[src/rtl/interval_table_merge_lookup_assert.svh]
// ---------------------------------------------------------------------------
// Interval table assertion macros
// Shared concurrent assertion forms, clocked on clk and disabled in reset.
// ---------------------------------------------------------------------------
`ifndef INTERVAL_TABLE_MERGE_LOOKUP_ASSERT_SVH
`define INTERVAL_TABLE_MERGE_LOOKUP_ASSERT_SVH

// A condition that must hold at every clock edge.
`define ITML_ASSERT_ALWAYS(label, cond, msg) \
  label: assert property (@(posedge clk) disable iff (rst) (cond)) else $error(msg);

// A condition that must hold in the cycle after a trigger.
`define ITML_ASSERT_NEXT(label, ante, cons, msg) \
  label: assert property (@(posedge clk) disable iff (rst) (ante) |=> (cons)) \
    else $error(msg);

`endif

[src/rtl/itml_pkg.sv]
// ---------------------------------------------------------------------------
// Interval table package
// Sizes, codes and the entry record shared by the table and its store.
// ---------------------------------------------------------------------------
`timescale 1ns / 1ps
`default_nettype none

package itml_pkg;

  localparam int TABLE_DEPTH = 64;
  localparam int OFFSET_BITS = 16;
  localparam int IDX_W       = $clog2(TABLE_DEPTH);
  localparam int CNT_W       = $clog2(TABLE_DEPTH + 1);
  localparam int ALIGN_W     = 3;

  // Beat widths: fields packed from bit 0, padded to whole bytes.
  localparam int IN_BITS  = 2 * OFFSET_BITS + ALIGN_W + 2;
  localparam int IN_W     = ((IN_BITS + 7) / 8) * 8;
  localparam int OUT_BITS = 1 + OFFSET_BITS + (OFFSET_BITS + 1) + ALIGN_W + 1 + CNT_W;
  localparam int OUT_W    = ((OUT_BITS + 7) / 8) * 8;

  typedef enum logic [1:0] {
    FN_CLEAR  = 2'd0,
    FN_INSERT = 2'd1,
    FN_LOOKUP = 2'd2,
    FN_NONE   = 2'd3
  } func_t;

  typedef enum logic [1:0] {
    ST_OK       = 2'd0,
    ST_MISALIGN = 2'd1,
    ST_FULL     = 2'd2,
    ST_SPAN     = 2'd3
  } status_t;

  // One stored range.
  typedef struct packed {
    logic                   danger;
    logic [ALIGN_W-1:0]     align;
    logic [OFFSET_BITS:0]   length;
    logic [OFFSET_BITS-1:0] start;
  } entry_t;

endpackage

`default_nettype wire

[src/rtl/itml_ram.sv]
// ---------------------------------------------------------------------------
// Interval table entry store
// One write port and one registered read port over the range records.
// ---------------------------------------------------------------------------
`timescale 1ns / 1ps
`default_nettype none

module itml_ram (
  input  wire                         clk,
  input  wire                         we,
  input  wire  [itml_pkg::IDX_W-1:0]  waddr,
  input  itml_pkg::entry_t            wdata,
  input  wire  [itml_pkg::IDX_W-1:0]  raddr,
  output itml_pkg::entry_t            rdata
);
  import itml_pkg::*;

  entry_t mem [TABLE_DEPTH];

  // Write port.
  always_ff @(posedge clk) begin
    if (we) begin
      mem[waddr] <= wdata;
    end
  end

  // Registered read port.
  always_ff @(posedge clk) begin
    rdata <= mem[raddr];
  end

endmodule

`default_nettype wire

[src/rtl/interval_table_merge_lookup.sv]
// ---------------------------------------------------------------------------
// Interval table with overlap merging and point lookup
// Keeps non-overlapping byte ranges, merges overlaps on insert and finds the
// range holding an offset on lookup.
// ---------------------------------------------------------------------------
// Use: one command beat enters on s_axis (tuser carries the function code,
// tdata the offset, size, alignment and flags) and one result beat leaves on
// m_axis (tuser carries the status, tdata the found entry and the count).
// A clear, an unused code or an insert whose span is out of range goes
// straight from acceptance to the finish state and the result register.
// An insert or a lookup first walks the entry store once, one entry a
// cycle through its registered read port. One command is in work at a
// time: s_axis_tready is high only while the sequencer is idle. The
// result register lets the next command be taken while a result waits; a
// stalled receiver only holds up the end of that next command. Reset
// clears every valid bit, the count and m_axis_tvalid, and returns the
// sequencer to idle; the store itself is not cleared and needs no pass.
// ---------------------------------------------------------------------------
`timescale 1ns / 1ps
`default_nettype none

module interval_table_merge_lookup (
  input  wire                         clk,
  input  wire                         rst,
  input  wire                         s_axis_tvalid,
  output logic                        s_axis_tready,
  // range_offset, range_size, align_log2, mark_dangerous, exact_match, pad
  input  wire  [itml_pkg::IN_W-1:0]   s_axis_tdata,
  // func
  input  wire  [1:0]                  s_axis_tuser,
  output logic                        m_axis_tvalid,
  input  wire                         m_axis_tready,
  // hit, found_offset, found_size, found_align_log2, found_dangerous,
  // entry_count, pad
  output logic [itml_pkg::OUT_W-1:0]  m_axis_tdata,
  // status
  output logic [1:0]                  m_axis_tuser
);
  import itml_pkg::*;

  typedef enum logic [1:0] {S_IDLE, S_SCAN, S_FINISH} state_t;

  state_t                 state;
  logic [TABLE_DEPTH-1:0] entry_valid;
  logic [CNT_W-1:0]       valid_count;

  // Command registers.
  func_t                  op_func;
  logic [OFFSET_BITS-1:0] op_off;
  logic [OFFSET_BITS:0]   op_end;
  logic [ALIGN_W-1:0]     op_al;
  logic                   op_dang;
  logic                   op_exact;
  logic                   op_span;

  // Scan sequencer.
  logic [CNT_W-1:0]       issue_cnt;
  logic                   rd_pend;
  logic [IDX_W-1:0]       rd_idx;
  entry_t                 rd_entry;

  // Merge accumulators.
  logic [TABLE_DEPTH-1:0] ov_vec;
  logic [CNT_W-1:0]       m_cnt;
  logic                   m_any;
  logic [OFFSET_BITS-1:0] min_start;
  logic [OFFSET_BITS:0]   max_end;
  logic [ALIGN_W-1:0]     al_all;
  logic [ALIGN_W-1:0]     al_excl;
  logic [ALIGN_W-1:0]     al_low;
  logic [IDX_W-1:0]       first_free;
  logic                   free_found;

  // Lookup accumulators.
  logic                   lk_hit;
  entry_t                 lk_entry;

  // Result register.
  logic                   out_valid;
  status_t                o_status;
  logic                   o_hit;
  entry_t                 o_entry;
  logic [CNT_W-1:0]       o_count;

  function automatic logic [ALIGN_W-1:0] amax(input logic [ALIGN_W-1:0] a,
                                              input logic [ALIGN_W-1:0] b);
    return (a > b) ? a : b;
  endfunction

  function automatic logic [OFFSET_BITS-1:0] amask(input logic [ALIGN_W-1:0] al);
    return ~({OFFSET_BITS{1'b1}} << al);
  endfunction

  // Decode of the incoming beat.
  logic                   in_beat;
  logic [OFFSET_BITS-1:0] in_off;
  logic [OFFSET_BITS-1:0] in_size_raw;
  logic [OFFSET_BITS:0]   in_size;
  logic [OFFSET_BITS:0]   in_end;
  logic                   in_zero;

  assign s_axis_tready = (state == S_IDLE);
  assign in_beat       = s_axis_tvalid && s_axis_tready;
  assign in_off        = s_axis_tdata[OFFSET_BITS-1:0];
  assign in_size_raw   = s_axis_tdata[2*OFFSET_BITS-1:OFFSET_BITS];
  assign in_zero       = (in_size_raw == '0);
  assign in_size       = in_zero ? (OFFSET_BITS+1)'(1) : {1'b0, in_size_raw};
  assign in_end        = {1'b0, in_off} + in_size;

  // Overlap and containment tests on the entry being read back.
  logic                   rd_v;
  logic [OFFSET_BITS:0]   rd_eend;
  logic                   rd_ov;
  logic                   rd_in;

  assign rd_v    = entry_valid[rd_idx];
  assign rd_eend = {1'b0, rd_entry.start} + rd_entry.length;
  assign rd_ov   = rd_v && ({1'b0, rd_entry.start} < op_end) && (rd_eend > {1'b0, op_off});
  assign rd_in   = rd_v && (op_off >= rd_entry.start) && ({1'b0, op_off} < rd_eend);

  // Final insert decision.
  logic                   can_fin;
  logic [OFFSET_BITS-1:0] f_start;
  logic                   f_misal;
  logic [CNT_W:0]         f_cnt;
  logic                   f_full;
  logic                   commit_ok;
  entry_t                 f_entry;

  always_comb begin
    can_fin   = (state == S_FINISH) && (!out_valid || m_axis_tready);
    f_start   = (m_any && (min_start < op_off)) ? min_start : op_off;
    f_misal   = ((m_cnt > CNT_W'(1)) && ((op_off & amask(al_excl)) != '0)) ||
                (m_any && ((f_start & amask(al_all)) != '0));
    f_cnt     = {1'b0, valid_count} - {1'b0, m_cnt} + (CNT_W+1)'(1);
    f_full    = (f_cnt > (CNT_W+1)'(TABLE_DEPTH));
    commit_ok = can_fin && (op_func == FN_INSERT) && !op_span && !f_misal && !f_full;
    f_entry.start  = f_start;
    f_entry.length = max_end - {1'b0, f_start};
    f_entry.align  = al_all;
    f_entry.danger = op_dang || m_any;
  end

  // Entry store.
  itml_ram u_ram (
    .clk   (clk),
    .we    (commit_ok),
    .waddr (first_free),
    .wdata (f_entry),
    .raddr (issue_cnt[IDX_W-1:0]),
    .rdata (rd_entry)
  );

  // Sequencer, accumulators and result register.
  always_ff @(posedge clk) begin
    if (rst) begin
      state       <= S_IDLE;
      entry_valid <= '0;
      valid_count <= '0;
      out_valid   <= 1'b0;
      rd_pend     <= 1'b0;
    end else begin
      if (can_fin) begin
        out_valid <= 1'b1;
      end else if (m_axis_tready) begin
        out_valid <= 1'b0;
      end
      unique case (state)
        S_IDLE: begin
          if (in_beat) begin
            op_func    <= func_t'(s_axis_tuser);
            op_off     <= in_off;
            op_end     <= in_end;
            op_al      <= s_axis_tdata[2*OFFSET_BITS+ALIGN_W-1:2*OFFSET_BITS];
            op_dang    <= s_axis_tdata[2*OFFSET_BITS+ALIGN_W] || in_zero;
            op_exact   <= s_axis_tdata[2*OFFSET_BITS+ALIGN_W+1];
            op_span    <= in_end[OFFSET_BITS] && (in_end[OFFSET_BITS-1:0] != '0);
            issue_cnt  <= '0;
            rd_pend    <= 1'b0;
            ov_vec     <= '0;
            m_cnt      <= '0;
            m_any      <= 1'b0;
            max_end    <= in_end;
            al_all     <= s_axis_tdata[2*OFFSET_BITS+ALIGN_W-1:2*OFFSET_BITS];
            al_excl    <= s_axis_tdata[2*OFFSET_BITS+ALIGN_W-1:2*OFFSET_BITS];
            free_found <= 1'b0;
            lk_hit     <= 1'b0;
            if ((func_t'(s_axis_tuser) == FN_LOOKUP) ||
                ((func_t'(s_axis_tuser) == FN_INSERT) &&
                 !(in_end[OFFSET_BITS] && (in_end[OFFSET_BITS-1:0] != '0)))) begin
              state <= S_SCAN;
            end else begin
              state <= S_FINISH;
            end
          end
        end
        S_SCAN: begin
          // Issue one read a cycle.
          if (issue_cnt != CNT_W'(TABLE_DEPTH)) begin
            rd_pend   <= 1'b1;
            rd_idx    <= issue_cnt[IDX_W-1:0];
            issue_cnt <= issue_cnt + CNT_W'(1);
          end else begin
            rd_pend <= 1'b0;
          end
          // Fold in the entry read last cycle.
          if (rd_pend) begin
            if (rd_ov) begin
              ov_vec[rd_idx] <= 1'b1;
              m_cnt          <= m_cnt + CNT_W'(1);
              m_any          <= 1'b1;
              max_end        <= (rd_eend > max_end) ? rd_eend : max_end;
              al_all         <= amax(al_all, rd_entry.align);
              if (!m_any || (rd_entry.start < min_start)) begin
                if (m_any) begin
                  al_excl <= amax(al_excl, al_low);
                end
                min_start <= rd_entry.start;
                al_low    <= rd_entry.align;
              end else begin
                al_excl <= amax(al_excl, rd_entry.align);
              end
            end
            if ((!rd_v || rd_ov) && !free_found) begin
              first_free <= rd_idx;
              free_found <= 1'b1;
            end
            if (rd_in && (!op_exact || (rd_entry.start == op_off))) begin
              lk_hit   <= 1'b1;
              lk_entry <= rd_entry;
            end
            if (rd_idx == IDX_W'(TABLE_DEPTH - 1)) begin
              state <= S_FINISH;
            end
          end
        end
        S_FINISH: begin
          if (can_fin) begin
            state <= S_IDLE;
            case (op_func)
              FN_CLEAR: begin
                entry_valid <= '0;
                valid_count <= '0;
                o_status    <= ST_OK;
                o_hit       <= 1'b0;
                o_entry     <= '0;
                o_count     <= '0;
              end
              FN_INSERT: begin
                o_hit <= 1'b0;
                if (op_span) begin
                  o_status <= ST_SPAN;
                  o_entry  <= '0;
                  o_count  <= valid_count;
                end else if (f_misal) begin
                  o_status <= ST_MISALIGN;
                  o_entry  <= '0;
                  o_count  <= valid_count;
                end else if (f_full) begin
                  o_status <= ST_FULL;
                  o_entry  <= '0;
                  o_count  <= valid_count;
                end else begin
                  entry_valid <= (entry_valid & ~ov_vec) |
                                 (TABLE_DEPTH'(1) << first_free);
                  valid_count <= f_cnt[CNT_W-1:0];
                  o_status    <= ST_OK;
                  o_count     <= f_cnt[CNT_W-1:0];
                  o_entry     <= f_entry;
                end
              end
              FN_LOOKUP: begin
                o_status <= ST_OK;
                o_hit    <= lk_hit;
                o_entry  <= lk_hit ? lk_entry : '0;
                o_count  <= valid_count;
              end
              default: begin
                o_status <= ST_OK;
                o_hit    <= 1'b0;
                o_entry  <= '0;
                o_count  <= valid_count;
              end
            endcase
          end
        end
        default: begin
          state <= S_IDLE;
        end
      endcase
    end
  end

  // Result beat.
  assign m_axis_tvalid = out_valid;
  assign m_axis_tuser  = o_status;
  assign m_axis_tdata  = OUT_W'({o_count, o_entry.danger, o_entry.align,
                                 o_entry.length, o_entry.start, o_hit});

  // Checks on the table bookkeeping.
  `include "interval_table_merge_lookup_assert.svh"

  `ITML_ASSERT_ALWAYS(a_count_matches, valid_count == CNT_W'($countones(entry_valid)), "count differs from valid bits")
  `ITML_ASSERT_ALWAYS(a_count_bound, valid_count <= CNT_W'(TABLE_DEPTH), "count beyond table depth")
  `ITML_ASSERT_NEXT(a_slot_set, commit_ok, entry_valid[first_free], "written slot not valid")

endmodule

`default_nettype wire
[config.mk]
export PLATFORM = sky130hd
export DESIGN_NAME = interval_table_merge_lookup
export DESIGN_NICKNAME = d
export VERILOG_FILES = /design/src/rtl/itml_pkg.sv /design/src/rtl/itml_ram.sv /design/src/rtl/interval_table_merge_lookup.sv
export VERILOG_INCLUDE_DIRS = /design/src /design/src/rtl
export SDC_FILE = /design/constraint.sdc
export NUM_CORES = 2
export LEC_CHECK = 0
export ABC_AREA = 1
export BUFFER_PORTS_ARGS = -buffer_cell sky130_fd_sc_hd__buf_4
export CAP_MARGIN = 40
export CORE_MARGIN = 4
export CORE_UTILIZATION = 40
export DETAILED_ROUTE_END_ITERATION = 12
export MAX_ROUTING_LAYER = met4
export SETUP_SLACK_MARGIN = 0.4
export SLEW_MARGIN = 20
export SYNTH_ARGS = -nofsm -noshare
export SYNTH_HDL_FRONTEND = slang
export SYNTH_SLANG_ARGS = --single-unit
[constraint.sdc]
create_clock -name clk -period 8.75 [get_ports clk]
set_input_delay 0.875 -clock clk [delete_from_list [all_inputs] [get_ports clk]]
set_output_delay 0.875 -clock clk [all_outputs]
set_load 0.02 [all_outputs]
==> run metrics <==
clock tree sinks around 2700; pin count of the biggest net entering global routing a little under 200; Detailed Route Iter0 Violations between 8000 and 9000; instance count of the mapped netlist approximately 9000; total standard cell area after synthesis ~110000 um^2; Worst setup SP type flip-flop; Crit path required time 9.23 ns; Hold Path Depth 1; data arrival time of the worst path between 6 and 7 ns; multiplexer share of the synthesized area 0%; standard-cell rows 194; count of pins on the block boundary between 90 and 100; per-cell routed wire length about 25 um; level count of the clock H-tree 5; most common library cell in the layout ignoring fill and taps sky130_fd_sc_hd__edfxtp_1; kind of critical path reg2reg; fraction of layout instances using a drive strength above 1 a little under a tenth; top cell type by total area after synthesis sky130_fd_sc_hd__edfxtp_1; antenna violations before repair 10; x dimension of the die around 540 um; number of unique standard cell types used by synthesis 56; final count of negative-setup-slack endpoints 0; Synth warnings 0; total of max-cap violations 0; outcome finished, final reports clean; hold buffer count at cts 0; setup total negative slack 0 ns; dominant combinational cell family by area after synthesis compound AO/OA/AOI/OAI gates; GRT Residual Overflow 0; share of total power in the clock network between 30% and 40%; worst rel slew slack 25.8%; peak clock frequency supported by timing between 150 and 200 MHz; #FFs+latches synth between 2000 and 3000; overall die area just under 300000 um^2; count of vias placed by the detailed router ~74000; synthesized-area fraction occupied by adder cells just under 2%; simple-gate area share of the yosys netlist 8.24%; per-cell via count in the routed design ~5.8; commonest cells after routing, fill and taps aside sky130_fd_sc_hd__edfxtp_1, sky130_fd_sc_hd__nor2_1, sky130_fd_sc_hd__o21ai_0; total power density per cell area ~240 nW/um^2; final number of hold-violating endpoints 0; sum of net half-perimeters after detailed placement roughly 180 mm; global-route total usage across every layer between 20% and 30%; crit-path max FO 33; largest clock skew in the final design 0.0392 ns; power share of the combinational group 10.4%; growth of design area from synthesis to finish 13.2%; class of the tightest hold or removal check in2reg; final period utilization a little over two thirds; # resized after CTS 0; global-route wire length before repair roughly 470 mm; worst setup margin roughly 2.7 ns; Total Wirelength 321 mm; dpl ws 2.53 ns; switching part of the total power roughly a quarter; starting density of the core about two fifths; routability-driven placement congestion ratio roughly 0.9; post-synth top area share 70.2%; number of setup buffers added after CTS 0; worst vdd ir around 0.17 mV; detailed-router iteration count before antenna repair 6; number of buffers inserted during clock tree synthesis 285; total internal power roughly 23 mW; Die Y-Extent 538 um; post-layout net count approximately 9000; # port buffers between 90 and 100; sequential cell area fraction in the yosys report 72.2%; setup repair after global routing missed its margin false; Leak Pwr between 40 and 50 nW; Net Sw Power around 7.4 mW; Worst Reg2Reg Path Length in Cells 25; drc violations 0; Synth Area in Compound Gates 14.1%; later-pin clock latency in the skew report approximately 0.85 ns; Syn Area/Cell 12.8 um^2; post-layout util a little under half; via count of the first global-routing pass 70600; kind of capture point of the worst setup path flip-flop; library cell used as clock root buffer sky130_fd_sc_hd__clkbuf_16; Flop pwr share between 50% and 60%; pin slew with the least headroom to its limit approximately 1.1 ns; clock transition at the registers of the reported paths about 0.060 ns; deepest clock path buffer count 4; number of max-slew violations in the final report 0; post-layout minimum cycle time a little over 6 ns; Core Box Area 279000 um^2; area share of xor/xnor cells in the synthesized design less than 1%; Area contributors post-synth sky130_fd_sc_hd__edfxtp_1, sky130_fd_sc_hd__o21ai_0, sky130_fd_sc_hd__nor2_1; CTS tree done; Detail Route Antenna Nets 0
[cell families (layout without fill, tap and decap cells)]
kind of cell,count (synthesis),count (layout)
DFF,2737,2737
xor gates and xnor gates,34,34
other,1,11
adders and majority gates,171,171
buffers and inverters,949,1175
and+or+nand+nor,2326,2326
AOI/OAI and AO/OA,2589,2589
[worst max-delay path: stages (launching register included)]
cell and delay, ns:
sky130_fd_sc_hd__dfxtp_1 0.48, sky130_fd_sc_hd__ha_1 0.25, sky130_fd_sc_hd__fa_1 0.22, sky130_fd_sc_hd__nand3_1 0.07
sky130_fd_sc_hd__nand3_1 0.09, sky130_fd_sc_hd__nand2_1 0.07, sky130_fd_sc_hd__nand2_1 0.09, sky130_fd_sc_hd__a21oi_1 0.10
sky130_fd_sc_hd__o21ai_0 0.40, sky130_fd_sc_hd__a31oi_1 0.22, sky130_fd_sc_hd__o21ai_0 0.35, sky130_fd_sc_hd__xor2_1 0.30
sky130_fd_sc_hd__inv_1 0.08, sky130_fd_sc_hd__ha_1 0.29, sky130_fd_sc_hd__nand2_1 0.08, sky130_fd_sc_hd__nor2_1 0.05
sky130_fd_sc_hd__a211oi_1 0.18, sky130_fd_sc_hd__nand2_1 0.08, sky130_fd_sc_hd__nand3_1 0.06, sky130_fd_sc_hd__a21boi_0 0.07
sky130_fd_sc_hd__o21ai_0 0.44, sky130_fd_sc_hd__nand2_1 0.28, sky130_fd_sc_hd__nand2_1 0.12, sky130_fd_sc_hd__nand2_1 0.13
sky130_fd_sc_hd__inv_2 0.61, sky130_fd_sc_hd__buf_4 0.55
[cell type report]
type,count,area [um^2]
clock buffers,372,7730
clock inverters,124,1090
fillers,24500,152000
flip-flops and latches,2737,81100
multi-input cells,5123,28300
inverters,360,1380
repair buffers,319,2910
well taps,3724,4660
diodes,8,20.0
[registers in the layout (all words and copies together) (netlist names), 6 cells and up]
| register | flops |
|---|---|
| entry_valid | 64 |
| first_free | 6 |
| issue_cnt | 7 |
| lk_entry | 37 |
| m_axis_tdata | 37 |
| m_cnt | 7 |
| max_end | 17 |
| min_start | 16 |
| o_count | 7 |
| op_end | 17 |
| op_off | 16 |
| ov_vec | 64 |
| rd_idx | 6 |
| u_ram.mem | 2368 |
| u_ram.rdata | 37 |
| valid_count | 7 |
[cells in the mapped netlist (all sizes together)]
master / instances
edfxtp: 2625
nor2: 1441
o21ai: 1324
nand2: 568
clkbuf: 526
o221ai: 409
inv: 350
a21oi: 285
nand3: 211
o22ai: 208
o211ai: 188
ha: 167
dfxtp: 112
a21boi: 73
nor3: 64
buf: 63
a2111o: 34
a22oi: 29
xor2: 27
nand4: 20
clkinv: 10
a211oi: 8
nor4: 8
xnor2: 7
a21o: 5
o41ai: 5
a31oi: 4
and2: 4
fa: 4
nand3b: 4
o21a: 4
or2: 4
o21bai: 3
a221oi: 2
o2111ai: 2
o31ai: 2
a22o: 1
a311oi: 1
conb: 1
nand2b: 1
o311ai: 1
o32ai: 1
or4: 1
[metal layers]
metal | vias to the layer above | part of all wire (%) | GRT usage [%]
li1 | 33000 | - | -
met1 | 37700 | 42 | 30.3
met2 | 3232 | 47 | 34.5
met3 | 534 | 8.1 | 3.28
met4 | 0 | 2.5 | 5.84
met5 | - | 0 | -
[power groups by stage]
| stage | combinational, mW | sequential (mW) | clock [mW] |
|---|---|---|---|
| 6_report | 3.11 | 15.1 | 11.7 |
| 2_1_floorplan | 1.80 | 15.4 | 0 |
| 5_1_grt | 3.41 | 15.1 | 12.4 |
| 3_5_place_dp | 3.08 | 15.4 | 0 |
| 3_3_place_gp | 2.93 | 15.4 | 0 |
| 4_1_cts | 3.09 | 15.1 | 11.9 |
[worst paths after layout]
path	startpoint	to	slack, ns
setup reg to reg	u_ram.rdata[0]	ov_vec[10]	2.65
hold / removal	s_axis_tdata[36]	op_exact	0.22
setup / recovery	u_ram.rdata[0]	ov_vec[10]	2.65
hold reg to reg	u_ram.rdata[20]	lk_entry[20]	0.44
[metrics by stage]
| stage | power (mW) | hold slack [ns] | cells | area (um^2) |
|---|---|---|---|---|
| 2_1_floorplan | 17.2 | 0.386 | 8809 | 112000 |
| 3_3_place_gp | 18.3 | 0.423 | 12200 | 118000 |
| 3_5_place_dp | 18.5 | 0.425 | 12300 | 118000 |
| 4_1_cts | 30.1 | 0.157 | 12800 | 127000 |
| 5_1_grt | 31.0 | 0.185 | 12800 | 127000 |
| 6_report | 29.9 | 0.217 | 12800 | 127000 |
No activity file was read; power rests on OpenSTA's default activity.
